**src/sv/text_marquee_scroller_defines.svh**
```systemverilog
// Assertion macros for the text marquee scroller.
`ifndef TEXT_MARQUEE_SCROLLER_DEFINES_SVH
`define TEXT_MARQUEE_SCROLLER_DEFINES_SVH

`ifndef SYNTHESIS

// Same-cycle implication, disabled while reset is asserted.
`define TMS_ASSERT_IMP(label, clk, rst_n, ante, cons) \
	label: assert property (@(posedge clk) disable iff (!rst_n) (ante) |-> (cons)) \
		else $error("text_marquee_scroller: check failed");

// Next-cycle implication, disabled while reset is asserted.
`define TMS_ASSERT_NXT(label, clk, rst_n, ante, cons) \
	label: assert property (@(posedge clk) disable iff (!rst_n) (ante) |=> (cons)) \
		else $error("text_marquee_scroller: check failed");

`else

`define TMS_ASSERT_IMP(label, clk, rst_n, ante, cons)
`define TMS_ASSERT_NXT(label, clk, rst_n, ante, cons)

`endif

`endif

```
**src/sv/tms_pkg.sv**
```systemverilog
// Shared constants and codes for the text marquee scroller.
`timescale 1ns / 1ps

package tms_pkg;

	localparam int WINDOW_CHARS  = 8;
	localparam int TEXT_CAPACITY = 128;
	localparam int GAP_CHARS     = 8;
	localparam int TITLE_ROOM    = TEXT_CAPACITY - GAP_CHARS;

	localparam int ADDR_W    = $clog2(TEXT_CAPACITY);
	localparam int LEN_W     = $clog2(TEXT_CAPACITY + 1);
	localparam int WIN_CNT_W = $clog2(WINDOW_CHARS + 1);
	localparam int PUT_CNT_W = $clog2(GAP_CHARS + 2);

	localparam logic [15:0] INTERVAL_RESET = 16'd300;
	localparam logic [7:0]  SPACE_CHAR     = 8'h20;

	localparam logic [1:0] CMD_LOAD       = 2'd0;
	localparam logic [1:0] CMD_TICK       = 2'd1;
	localparam logic [1:0] CMD_DISCONNECT = 2'd2;
	localparam logic [1:0] CMD_NOTICE     = 2'd3;

endpackage

```
**src/sv/tms_ifs.sv**
```systemverilog
// Valid/ready channel interfaces for the marquee input and output.
`timescale 1ns / 1ps

interface tms_in_if import tms_pkg::*; ();
	logic        valid;
	logic        ready;
	logic [1:0]  command;
	logic [7:0]  text_char;
	logic        text_last;
	logic [31:0] now_ms;
	logic        transient_active;
	logic        is_aux;

	modport source (output valid, command, text_char, text_last, now_ms,
		transient_active, is_aux, input ready);
	modport sink (input valid, command, text_char, text_last, now_ms,
		transient_active, is_aux, output ready);
endinterface

interface tms_out_if import tms_pkg::*; ();
	logic       valid;
	logic       ready;
	logic [7:0] shown_char;
	logic       window_last;

	modport source (output valid, shown_char, window_last, input ready);
	modport sink (input valid, shown_char, window_last, output ready);
endinterface

```
**src/sv/text_marquee_scroller.sv**
```systemverilog
// Scrolling text marquee: title store, scroll timing and window output.
//
//  channel  | dir | payload                                            | per transaction
//  ---------+-----+----------------------------------------------------+------------------
//  in_ch    | in  | command, text_char, text_last, now_ms, transient,  | one command
//           |     | is_aux                                             |
//  out_ch   | out | shown_char, window_last                            | one window char
//  cfg      | in  | cfg_we, cfg_wdata (scroll interval, ms)            | one write
//
//  A tick that shows a window reads the text memory once per character,
//  through one read port with a registered read. A plain load char is
//  accepted, then its old byte is read, then compared and written; the last
//  char is accepted, then each of up to 9 bytes is read and compared/written,
//  and then the load closes. Other commands complete when accepted.
//  Output stalls hold the read pipeline.
//  arst_n clears all control state; the text memory is not cleared.
`timescale 1ns / 1ps

`include "text_marquee_scroller_defines.svh"

module text_marquee_scroller import tms_pkg::*; (
	input  logic        clk,
	input  logic        arst_n,
	tms_in_if.sink      in_ch,
	tms_out_if.source   out_ch,
	input  logic        cfg_we,
	input  logic [15:0] cfg_wdata
);

	localparam logic [2:0] S_IDLE   = 3'd0;
	localparam logic [2:0] S_PUT_RD = 3'd1;
	localparam logic [2:0] S_PUT_WR = 3'd2;
	localparam logic [2:0] S_FINISH = 3'd3;
	localparam logic [2:0] S_EMIT   = 3'd4;

	logic [2:0]  state_q;

	// marquee state
	logic [LEN_W-1:0]  text_length_q;
	logic [ADDR_W-1:0] load_index_q;
	logic              load_differs_q;
	logic [ADDR_W-1:0] scroll_pos_q;
	logic [31:0]       last_scroll_q;
	logic              playing_q;
	logic              static_shown_q;
	logic [15:0]       interval_q;

	// byte writer for loads
	logic [ADDR_W-1:0]    put_addr_q;
	logic [7:0]           put_char_q;
	logic [PUT_CNT_W-1:0] put_left_q;
	logic                 put_last_q;

	// window reader
	logic [ADDR_W-1:0]    emit_idx_q;
	logic [WIN_CNT_W-1:0] emit_i_q;
	logic                 wrap_q;
	logic                 rd_valid_s1;
	logic                 last_s1;
	logic [7:0]           rd_data_s1;

	// output register
	logic       out_valid_q;
	logic [7:0] out_char_q;
	logic       out_last_q;

	logic [7:0] text_mem [TEXT_CAPACITY];

	logic              in_fire;
	logic              can_move;
	logic              s1_free;
	logic              emit_issue;
	logic              rd_en;
	logic              mem_we;
	logic [ADDR_W-1:0] rd_addr;
	logic [ADDR_W-1:0] emit_addr;
	logic [LEN_W-1:0]  emit_inc;
	logic [LEN_W-1:0]  scroll_inc;
	logic [31:0]       elapsed;
	logic              keep_char;
	logic [LEN_W-1:0]  total_len;
	logic              put_differs;

	assign in_ch.ready        = (state_q == S_IDLE);
	assign in_fire            = in_ch.valid & in_ch.ready;
	assign out_ch.valid       = out_valid_q;
	assign out_ch.shown_char  = out_char_q;
	assign out_ch.window_last = out_last_q;

	always_comb begin
		can_move   = !out_valid_q || out_ch.ready;
		s1_free    = !rd_valid_s1 || can_move;
		emit_issue = (state_q == S_EMIT) && (emit_i_q != WIN_CNT_W'(WINDOW_CHARS)) && s1_free;
		// paused view: positions past the text show position 0
		if (wrap_q) begin
			emit_addr = emit_idx_q;
		end else if (LEN_W'(emit_i_q) < text_length_q) begin
			emit_addr = ADDR_W'(emit_i_q);
		end else begin
			emit_addr = '0;
		end
		rd_en       = emit_issue || (state_q == S_PUT_RD);
		rd_addr     = (state_q == S_PUT_RD) ? put_addr_q : emit_addr;
		mem_we      = (state_q == S_PUT_WR);
		emit_inc    = LEN_W'(emit_idx_q) + LEN_W'(1);
		scroll_inc  = LEN_W'(scroll_pos_q) + LEN_W'(1);
		elapsed     = in_ch.now_ms - last_scroll_q;
		keep_char   = LEN_W'(load_index_q) < LEN_W'(TITLE_ROOM);
		total_len   = LEN_W'(load_index_q) + LEN_W'(GAP_CHARS);
		put_differs = (LEN_W'(put_addr_q) >= text_length_q) || (rd_data_s1 != put_char_q);
	end

	// text memory: one write, one registered read
	always_ff @(posedge clk) begin
		if (mem_we) begin
			text_mem[put_addr_q] <= put_char_q;
		end
		if (rd_en) begin
			rd_data_s1 <= text_mem[rd_addr];
		end
	end

	always_ff @(posedge clk or negedge arst_n) begin
		if (!arst_n) begin
			interval_q <= INTERVAL_RESET;
		end else if (cfg_we) begin
			interval_q <= cfg_wdata;
		end
	end

	// payload registers
	always_ff @(posedge clk) begin
		if (emit_issue) begin
			last_s1 <= (emit_i_q == WIN_CNT_W'(WINDOW_CHARS - 1));
		end
		if (rd_valid_s1 && can_move) begin
			out_char_q <= rd_data_s1;
			out_last_q <= last_s1;
		end
	end

	always_ff @(posedge clk or negedge arst_n) begin
		if (!arst_n) begin
			rd_valid_s1 <= 1'b0;
			out_valid_q <= 1'b0;
		end else begin
			if (emit_issue) begin
				rd_valid_s1 <= 1'b1;
			end else if (can_move) begin
				rd_valid_s1 <= 1'b0;
			end
			if (rd_valid_s1 && can_move) begin
				out_valid_q <= 1'b1;
			end else if (out_ch.ready) begin
				out_valid_q <= 1'b0;
			end
		end
	end

	always_ff @(posedge clk or negedge arst_n) begin
		if (!arst_n) begin
			state_q        <= S_IDLE;
			text_length_q  <= '0;
			load_index_q   <= '0;
			load_differs_q <= 1'b0;
			scroll_pos_q   <= '0;
			last_scroll_q  <= '0;
			playing_q      <= 1'b0;
			static_shown_q <= 1'b0;
			put_addr_q     <= '0;
			put_char_q     <= '0;
			put_left_q     <= '0;
			put_last_q     <= 1'b0;
			emit_idx_q     <= '0;
			emit_i_q       <= '0;
			wrap_q         <= 1'b0;
		end else begin
			case (state_q)
				S_IDLE: begin
					if (in_fire) begin
						case (in_ch.command)
							CMD_LOAD: begin
								put_last_q <= in_ch.text_last;
								if (keep_char) begin
									// kept char first, then the gap if last
									put_addr_q   <= load_index_q;
									put_char_q   <= in_ch.text_char;
									put_left_q   <= in_ch.text_last ?
										PUT_CNT_W'(GAP_CHARS + 1) : PUT_CNT_W'(1);
									load_index_q <= load_index_q + ADDR_W'(1);
									state_q      <= S_PUT_RD;
								end else if (in_ch.text_last) begin
									// title full: gap only
									put_addr_q <= load_index_q;
									put_char_q <= SPACE_CHAR;
									put_left_q <= PUT_CNT_W'(GAP_CHARS);
									state_q    <= S_PUT_RD;
								end
							end
							CMD_TICK: begin
								if (!in_ch.transient_active && text_length_q != '0) begin
									if (!playing_q) begin
										if (!static_shown_q) begin
											static_shown_q <= 1'b1;
											wrap_q         <= 1'b0;
											emit_i_q       <= '0;
											emit_idx_q     <= '0;
											state_q        <= S_EMIT;
										end
									end else if (elapsed >= 32'(interval_q)) begin
										last_scroll_q <= in_ch.now_ms;
										wrap_q        <= 1'b1;
										emit_i_q      <= '0;
										emit_idx_q    <= scroll_pos_q;
										scroll_pos_q  <= (scroll_inc == text_length_q) ?
											'0 : scroll_inc[ADDR_W-1:0];
										state_q       <= S_EMIT;
									end
								end
							end
							CMD_DISCONNECT: begin
								playing_q <= 1'b0;
							end
							CMD_NOTICE: begin
								if (in_ch.is_aux) begin
									static_shown_q <= 1'b0;
								end
							end
							default: begin
							end
						endcase
					end
				end
				S_PUT_RD: begin
					state_q <= S_PUT_WR;
				end
				S_PUT_WR: begin
					if (put_differs) begin
						load_differs_q <= 1'b1;
					end
					put_addr_q <= put_addr_q + ADDR_W'(1);
					put_char_q <= SPACE_CHAR;
					put_left_q <= put_left_q - PUT_CNT_W'(1);
					if (put_left_q == PUT_CNT_W'(1)) begin
						state_q <= put_last_q ? S_FINISH : S_IDLE;
					end else begin
						state_q <= S_PUT_RD;
					end
				end
				S_FINISH: begin
					// only a changed text restarts the scroll
					if (load_differs_q || total_len != text_length_q) begin
						text_length_q <= total_len;
						scroll_pos_q  <= '0;
						last_scroll_q <= '0;
					end
					if (!playing_q) begin
						static_shown_q <= 1'b0;
					end
					playing_q      <= 1'b1;
					load_index_q   <= '0;
					load_differs_q <= 1'b0;
					state_q        <= S_IDLE;
				end
				S_EMIT: begin
					if (emit_issue && wrap_q) begin
						emit_idx_q <= (emit_inc == text_length_q) ?
							'0 : emit_inc[ADDR_W-1:0];
					end
					if (emit_issue) begin
						emit_i_q <= emit_i_q + WIN_CNT_W'(1);
					end
					if (rd_valid_s1 && can_move && last_s1) begin
						state_q <= S_IDLE;
					end
				end
				default: begin
					state_q <= S_IDLE;
				end
			endcase
		end
	end

	`TMS_ASSERT_IMP(a_scroll_in_text, clk, arst_n, text_length_q != '0, LEN_W'(scroll_pos_q) < text_length_q)
	`TMS_ASSERT_IMP(a_len_has_gap, clk, arst_n, text_length_q != '0, text_length_q >= LEN_W'(GAP_CHARS))
	`TMS_ASSERT_IMP(a_read_only_in_emit, clk, arst_n, rd_valid_s1, state_q == S_EMIT)
	`TMS_ASSERT_IMP(a_emit_count, clk, arst_n, state_q == S_EMIT, emit_i_q <= WIN_CNT_W'(WINDOW_CHARS))
	`TMS_ASSERT_NXT(a_finish_plays, clk, arst_n, state_q == S_FINISH, playing_q && load_index_q == '0)

endmodule

```
**src/flat_wrapper.sv**
```systemverilog
// flat-port wrapper written by rule: the top's interface ports become plain ports
module text_marquee_scroller_flat import tms_pkg::*;
  (clk, arst_n, cfg_we, cfg_wdata, in_ch_valid, in_ch_command, in_ch_text_char, in_ch_text_last, in_ch_now_ms, in_ch_transient_active, in_ch_is_aux, in_ch_ready, out_ch_valid, out_ch_shown_char, out_ch_window_last, out_ch_ready);
  tms_in_if in_ch_i ();
  tms_out_if out_ch_i ();
  input  logic clk;
  input  logic arst_n;
  input  logic cfg_we;
  input  logic [15:0] cfg_wdata;
  input wire logic [$bits(in_ch_i.valid)-1:0] in_ch_valid;
  input wire logic [$bits(in_ch_i.command)-1:0] in_ch_command;
  input wire logic [$bits(in_ch_i.text_char)-1:0] in_ch_text_char;
  input wire logic [$bits(in_ch_i.text_last)-1:0] in_ch_text_last;
  input wire logic [$bits(in_ch_i.now_ms)-1:0] in_ch_now_ms;
  input wire logic [$bits(in_ch_i.transient_active)-1:0] in_ch_transient_active;
  input wire logic [$bits(in_ch_i.is_aux)-1:0] in_ch_is_aux;
  output wire logic [$bits(in_ch_i.ready)-1:0] in_ch_ready;
  output wire logic [$bits(out_ch_i.valid)-1:0] out_ch_valid;
  output wire logic [$bits(out_ch_i.shown_char)-1:0] out_ch_shown_char;
  output wire logic [$bits(out_ch_i.window_last)-1:0] out_ch_window_last;
  input wire logic [$bits(out_ch_i.ready)-1:0] out_ch_ready;
  assign in_ch_i.valid = in_ch_valid;
  assign in_ch_i.command = in_ch_command;
  assign in_ch_i.text_char = in_ch_text_char;
  assign in_ch_i.text_last = in_ch_text_last;
  assign in_ch_i.now_ms = in_ch_now_ms;
  assign in_ch_i.transient_active = in_ch_transient_active;
  assign in_ch_i.is_aux = in_ch_is_aux;
  assign in_ch_ready = in_ch_i.ready;
  assign out_ch_valid = out_ch_i.valid;
  assign out_ch_shown_char = out_ch_i.shown_char;
  assign out_ch_window_last = out_ch_i.window_last;
  assign out_ch_i.ready = out_ch_ready;
  text_marquee_scroller u_core (.clk(clk), .arst_n(arst_n), .in_ch(in_ch_i), .out_ch(out_ch_i), .cfg_we(cfg_we), .cfg_wdata(cfg_wdata));
endmodule
```
**config.mk**
```make
export PLATFORM = sky130hd
export DESIGN_NAME = text_marquee_scroller_flat
export DESIGN_NICKNAME = d
export VERILOG_FILES = /design/src/sv/tms_pkg.sv /design/src/sv/tms_ifs.sv /design/src/sv/text_marquee_scroller.sv /design/src/flat_wrapper.sv
export VERILOG_INCLUDE_DIRS = /design/src /design/src/sv
export SDC_FILE = /design/constraint.sdc
export NUM_CORES = 2
export LEC_CHECK = 0
export CORE_ASPECT_RATIO = 0.7
export CORE_MARGIN = 2
export CORE_UTILIZATION = 35
export DETAILED_ROUTE_END_ITERATION = 10
export DONT_BUFFER_PORTS = 1
export PLACE_DENSITY = 0.45
export SETUP_SLACK_MARGIN = 0.1
export SKIP_LAST_GASP = 1
export SYNTH_ARGS = -nofsm -noshare
export SYNTH_HDL_FRONTEND = slang
export SYNTH_SLANG_ARGS = --single-unit
```
**constraint.sdc**
```tcl
create_clock -name clk -period 4.8 [get_ports clk]
set_clock_uncertainty 0.15 [all_clocks]
set_input_delay 1.2 -clock clk [delete_from_list [all_inputs] [get_ports clk]]
set_output_delay 1.2 -clock clk [all_outputs]
set_load 0.02 [all_outputs]
```
==> impl_metrics.json <==
{
  "via_count": 31500,
  "required_ns": 5.32,
  "ir_drop_mv": 0.465,
  "routed_wl_um": 152000,
  "fin_crit_sh_pct": 96.3,
  "cts_buffer_depth": 3,
  "setup_viol": 0,
  "final_util_pct": 41.0,
  "synthCells": 3564,
  "worstPathArrival_ns": 5.15,
  "place_ws_ns": -0.781,
  "h-tree-depth": 3,
  "start_util_pct": 35.4,
  "tightest_slew_ns": 1.06,
  "yosysWarnings": 0,
  "path_max_fanout": 8,
  "drt-pass1-iter-count": 5,
  "synth_cell_type_count": 89,
  "relSlewSlack_pct": 29.1,
  "antenna_found_initial": 6,
  "critPathKind": "in -> reg",
  "syn-num-nets": 3697,
  "finalHoldViolations": 0,
  "whs_ns": 0.145,
  "outcome": "finished clean",
  "busiest_layer": "met1",
  "place.detailed.hpwl_um": 96100,
  "synth-simple-area-share_pct": 10.9,
  "period_needed_ns": 4.62,
  "area_delta_synth_final_pct": 16.0,
  "drt-vias-per-instance": 5.48,
  "holdCritPathClass": "in -> async",
  "rows": 115,
  "start_kind": "input pin",
  "gr-total-overflow": 0,
  "drc": 0,
  "gr-usage-met2_pct": 28.0,
  "cts_buffers": 115,
  "syn_avg_cell_area_um2": 14.0,
  "synth_top_family_by_area": "simple AND/OR/NAND/NOR gates",
  "grt_pass1_wl_um": 220000,
  "drive_above_1_share_pct": 17.6,
  "synth-seq-cells": 1152,
  "grtUsageMet3_pct": 4.23,
  "synthAdderAreaFrac_pct": 1.70,
  "dieArea_um2": 145000,
  "antenna_left": 0,
  "setup_tns_ns": 0,
  "drtIter0Drc": 3371,
  "rsz0062_at_grt": "true",
  "setup_ws_ns": 0.176,
  "muxShareOfSynthArea_pct": 5.19,
  "gp_congestion": 0.814,
  "cts_sinks": 1152,
  "clk-insertion-delay-late_ns": 0.75,
  "ys.flop_type": "edfxtp_1",
  "clk_pin_slew_worst_paths_ns": 0.06,
  "placed_area_um2": 53600,
  "ys_seq_area_share_pct": 68.4,
  "cts_root_buffer": "clkbuf_16",
  "cp-end-kind": "register",
  "grt_use_met1_pct": 33.4,
  "fmax_mhz": 216,
  "p_leak_uw": 0.0199,
  "max-cap-violations": 0,
  "wire_per_inst_um": 26.5,
  "grt_max_degree": 107,
  "synth_compound_area_share_pct": 9.88,
  "synth_edf_count": 1042,
  "async_reset_ff_share_pct": 9.55,
  "nets": 3909,
  "die_h_um": 320,
  "fillers": 13000,
  "cts_tree": "built",
  "portBuffers": 0,
  "final_area_um2": 57700,
  "io-pin-count": 77,
  "synthXorXnorAreaFrac_pct": 1.00,
  "die_w_um": 455,
  "syn_area_um2": 49800,
  "core_um2": 141000,
  "power.density_nw_per_um2": 734,
  "drv_slew": 0,
  "grt_pass1_vias": 30100,
  "track_usage_pct": 20.6
}
==> what timing repair did <==
| item | in CTS | in global routing |
|---|---|---|
| resized for setup | 5 | 32 |
| endpoints found under the hold margin | 106 | 0 |
| pin swaps | 1 | 9 |
| hold buffers | 1 | 0 |
| cloned | 1 | 7 |
| endpoints found under the setup margin | 54 | 60 |
| setup buffers | 1 | 9 |
==> critical path: stages <==
cell and delay (ns):
inv_12 0.01, ha_4 0.14, fa_2 0.37, nor2b_4 0.17
o21bai_4 0.10, a21oi_2 0.17, nor2_2 0.07, nor3_1 0.19
nor2_1 0.08, xnor2_1 0.13, ha_1 0.22, a211oi_2 0.21
nor2_1 0.08, nor2_1 0.13, o2111ai_2 0.13, a2111oi_2 0.26
and3b_1 0.20, o211ai_1 0.18, and4bb_2 0.41, or2_4 0.28
clkbuf_16 0.22, a22o_1 0.14
==> sequential cells by signal, summed over array words and instances (netlist names), 3 cells and up <==
signal                    cells
u_core.text_length_q          8
u_core.rd_data_s1             8
u_core.put_left_q             4
u_core.load_index_q           7
u_core.scroll_pos_q           7
u_core.out_ch.shown_char      8
u_core.text_mem            1024
u_core.emit_idx_q             7
u_core.last_scroll_q         32
u_core.interval_q            16
u_core.state_q                3
u_core.put_char_q             8
u_core.emit_i_q               4
u_core.put_addr_q             7
==> synth_stat cells, drive strengths merged, types with 41 or more instances <==
cell type,count,area share [%]
nor2,212,1.6
nand3,139,1.4
ha,66,1.7
dfrtp,106,5.3
a311oi,71,1.2
a21oi,112,1.1
nand2,589,4.4
inv,71,0.54
buf,98,1.5
a22o,41,0.72
and2,74,0.93
mux4,96,4.3
a221oi,69,1.4
o21ai,92,0.95
edfxtp,1042,63
clkbuf,120,0.90
==> worst paths after layout <==
kind	startpoint	slack [ns]	cells after the start	endpoint
worst min register to register	u_core.rd_valid_s1$_DFFE_PN0P_	0.34	1	u_core.out_ch.valid$_DFFE_PN0P_
min in group clk	u_core.rd_valid_s1$_DFFE_PN0P_	0.34	1	u_core.out_ch.valid$_DFFE_PN0P_
worst max-delay path	in_ch_now_ms[0]	0.18	22	u_core.last_scroll_q[7]$_DFFE_PN0P_
worst min-delay path	arst_n	0.14	0	u_core.interval_q[2]$_DFFE_PN1P_
max in group asynchronous	arst_n	3.71	1	u_core.last_scroll_q[24]$_DFFE_PN0P_
worst max register to register	u_core.last_scroll_q[0]$_DFFE_PN0P_	0.21	21	u_core.last_scroll_q[7]$_DFFE_PN0P_
==> final cells by class <==
cell class | count | area [um2] | share of cell area, %
clock buffer | 135 | 2970 | 5.15
clock inverter | 81 | 713 | 1.23
antenna | 2 | 5.00 | 0.00867
timing repair buffer | 312 | 2790 | 4.83
inverter | 71 | 279 | 0.483
multi-input combinational | 2124 | 14600 | 25.2
tap | 1872 | 2340 | 4.06
sequential | 1152 | 34100 | 59.0
==> metrics by stage <==
stage	power, uW	instances
floorplan	24500	3564
CTS	42400	5731
finish	42400	5749
global placement	33200	5512
detailed placement	33200	5512
global route	44500	5748
==> power by group <==
group,switching [uW],total [uW],leakage (uW),internal (uW)
Clock,4020,9040,0.00180,5020
Combinational,12600,20000,0.00720,7340
Sequential,775,13300,0.0109,12600
==> placed cells by master (no fill, tap or decap), types with 11 or more instances in the layout <==
cell       instances
buf_4            277
a311oi_1          71
clkinv_2          24
nand2_1          585
clkbuf_1          19
xor2_1            25
dfrtp_1           98
a21oi_1          105
a21o_1            27
buf_12            26
xnor2_1           32
edfxtp_1        1042
o21a_1            18
bufinv_16         11
mux4_2            96
nor2_1           206
a31oi_1           27
nor2b_1           24
and2_1            74
and3_1            31
a22o_1            41
a221oi_1          54
nand3_1          135
ha_1              62
a211oi_1          35
clkbuf_16        121
a22oi_1           37
nand4_1           21
nor3_1            19
mux2i_1           32
a221oi_2          15
clkinv_1          31
nor4_1            21
o22ai_1           19
nand2b_1          14
a32oi_1           36
o21ai_0           80
inv_1             70
==> kinds of logic after synthesis <==
family,Yosys count
AOI/OAI and AO/OA,664
buffers and inverters,289
adders and majority gates,67
muxes,137
xor gates and xnor gates,57
and+or+nand+nor,1198
DFF,1152
==> layer usage <==
metal	part of all wire, %	vias to the layer above
li1	-	14100
met1	51	16200
met2	41	1007
met3	6.8	189
met4	1.8	0
met5	0	-
No activity file was read; power rests on OpenSTA's default activity.
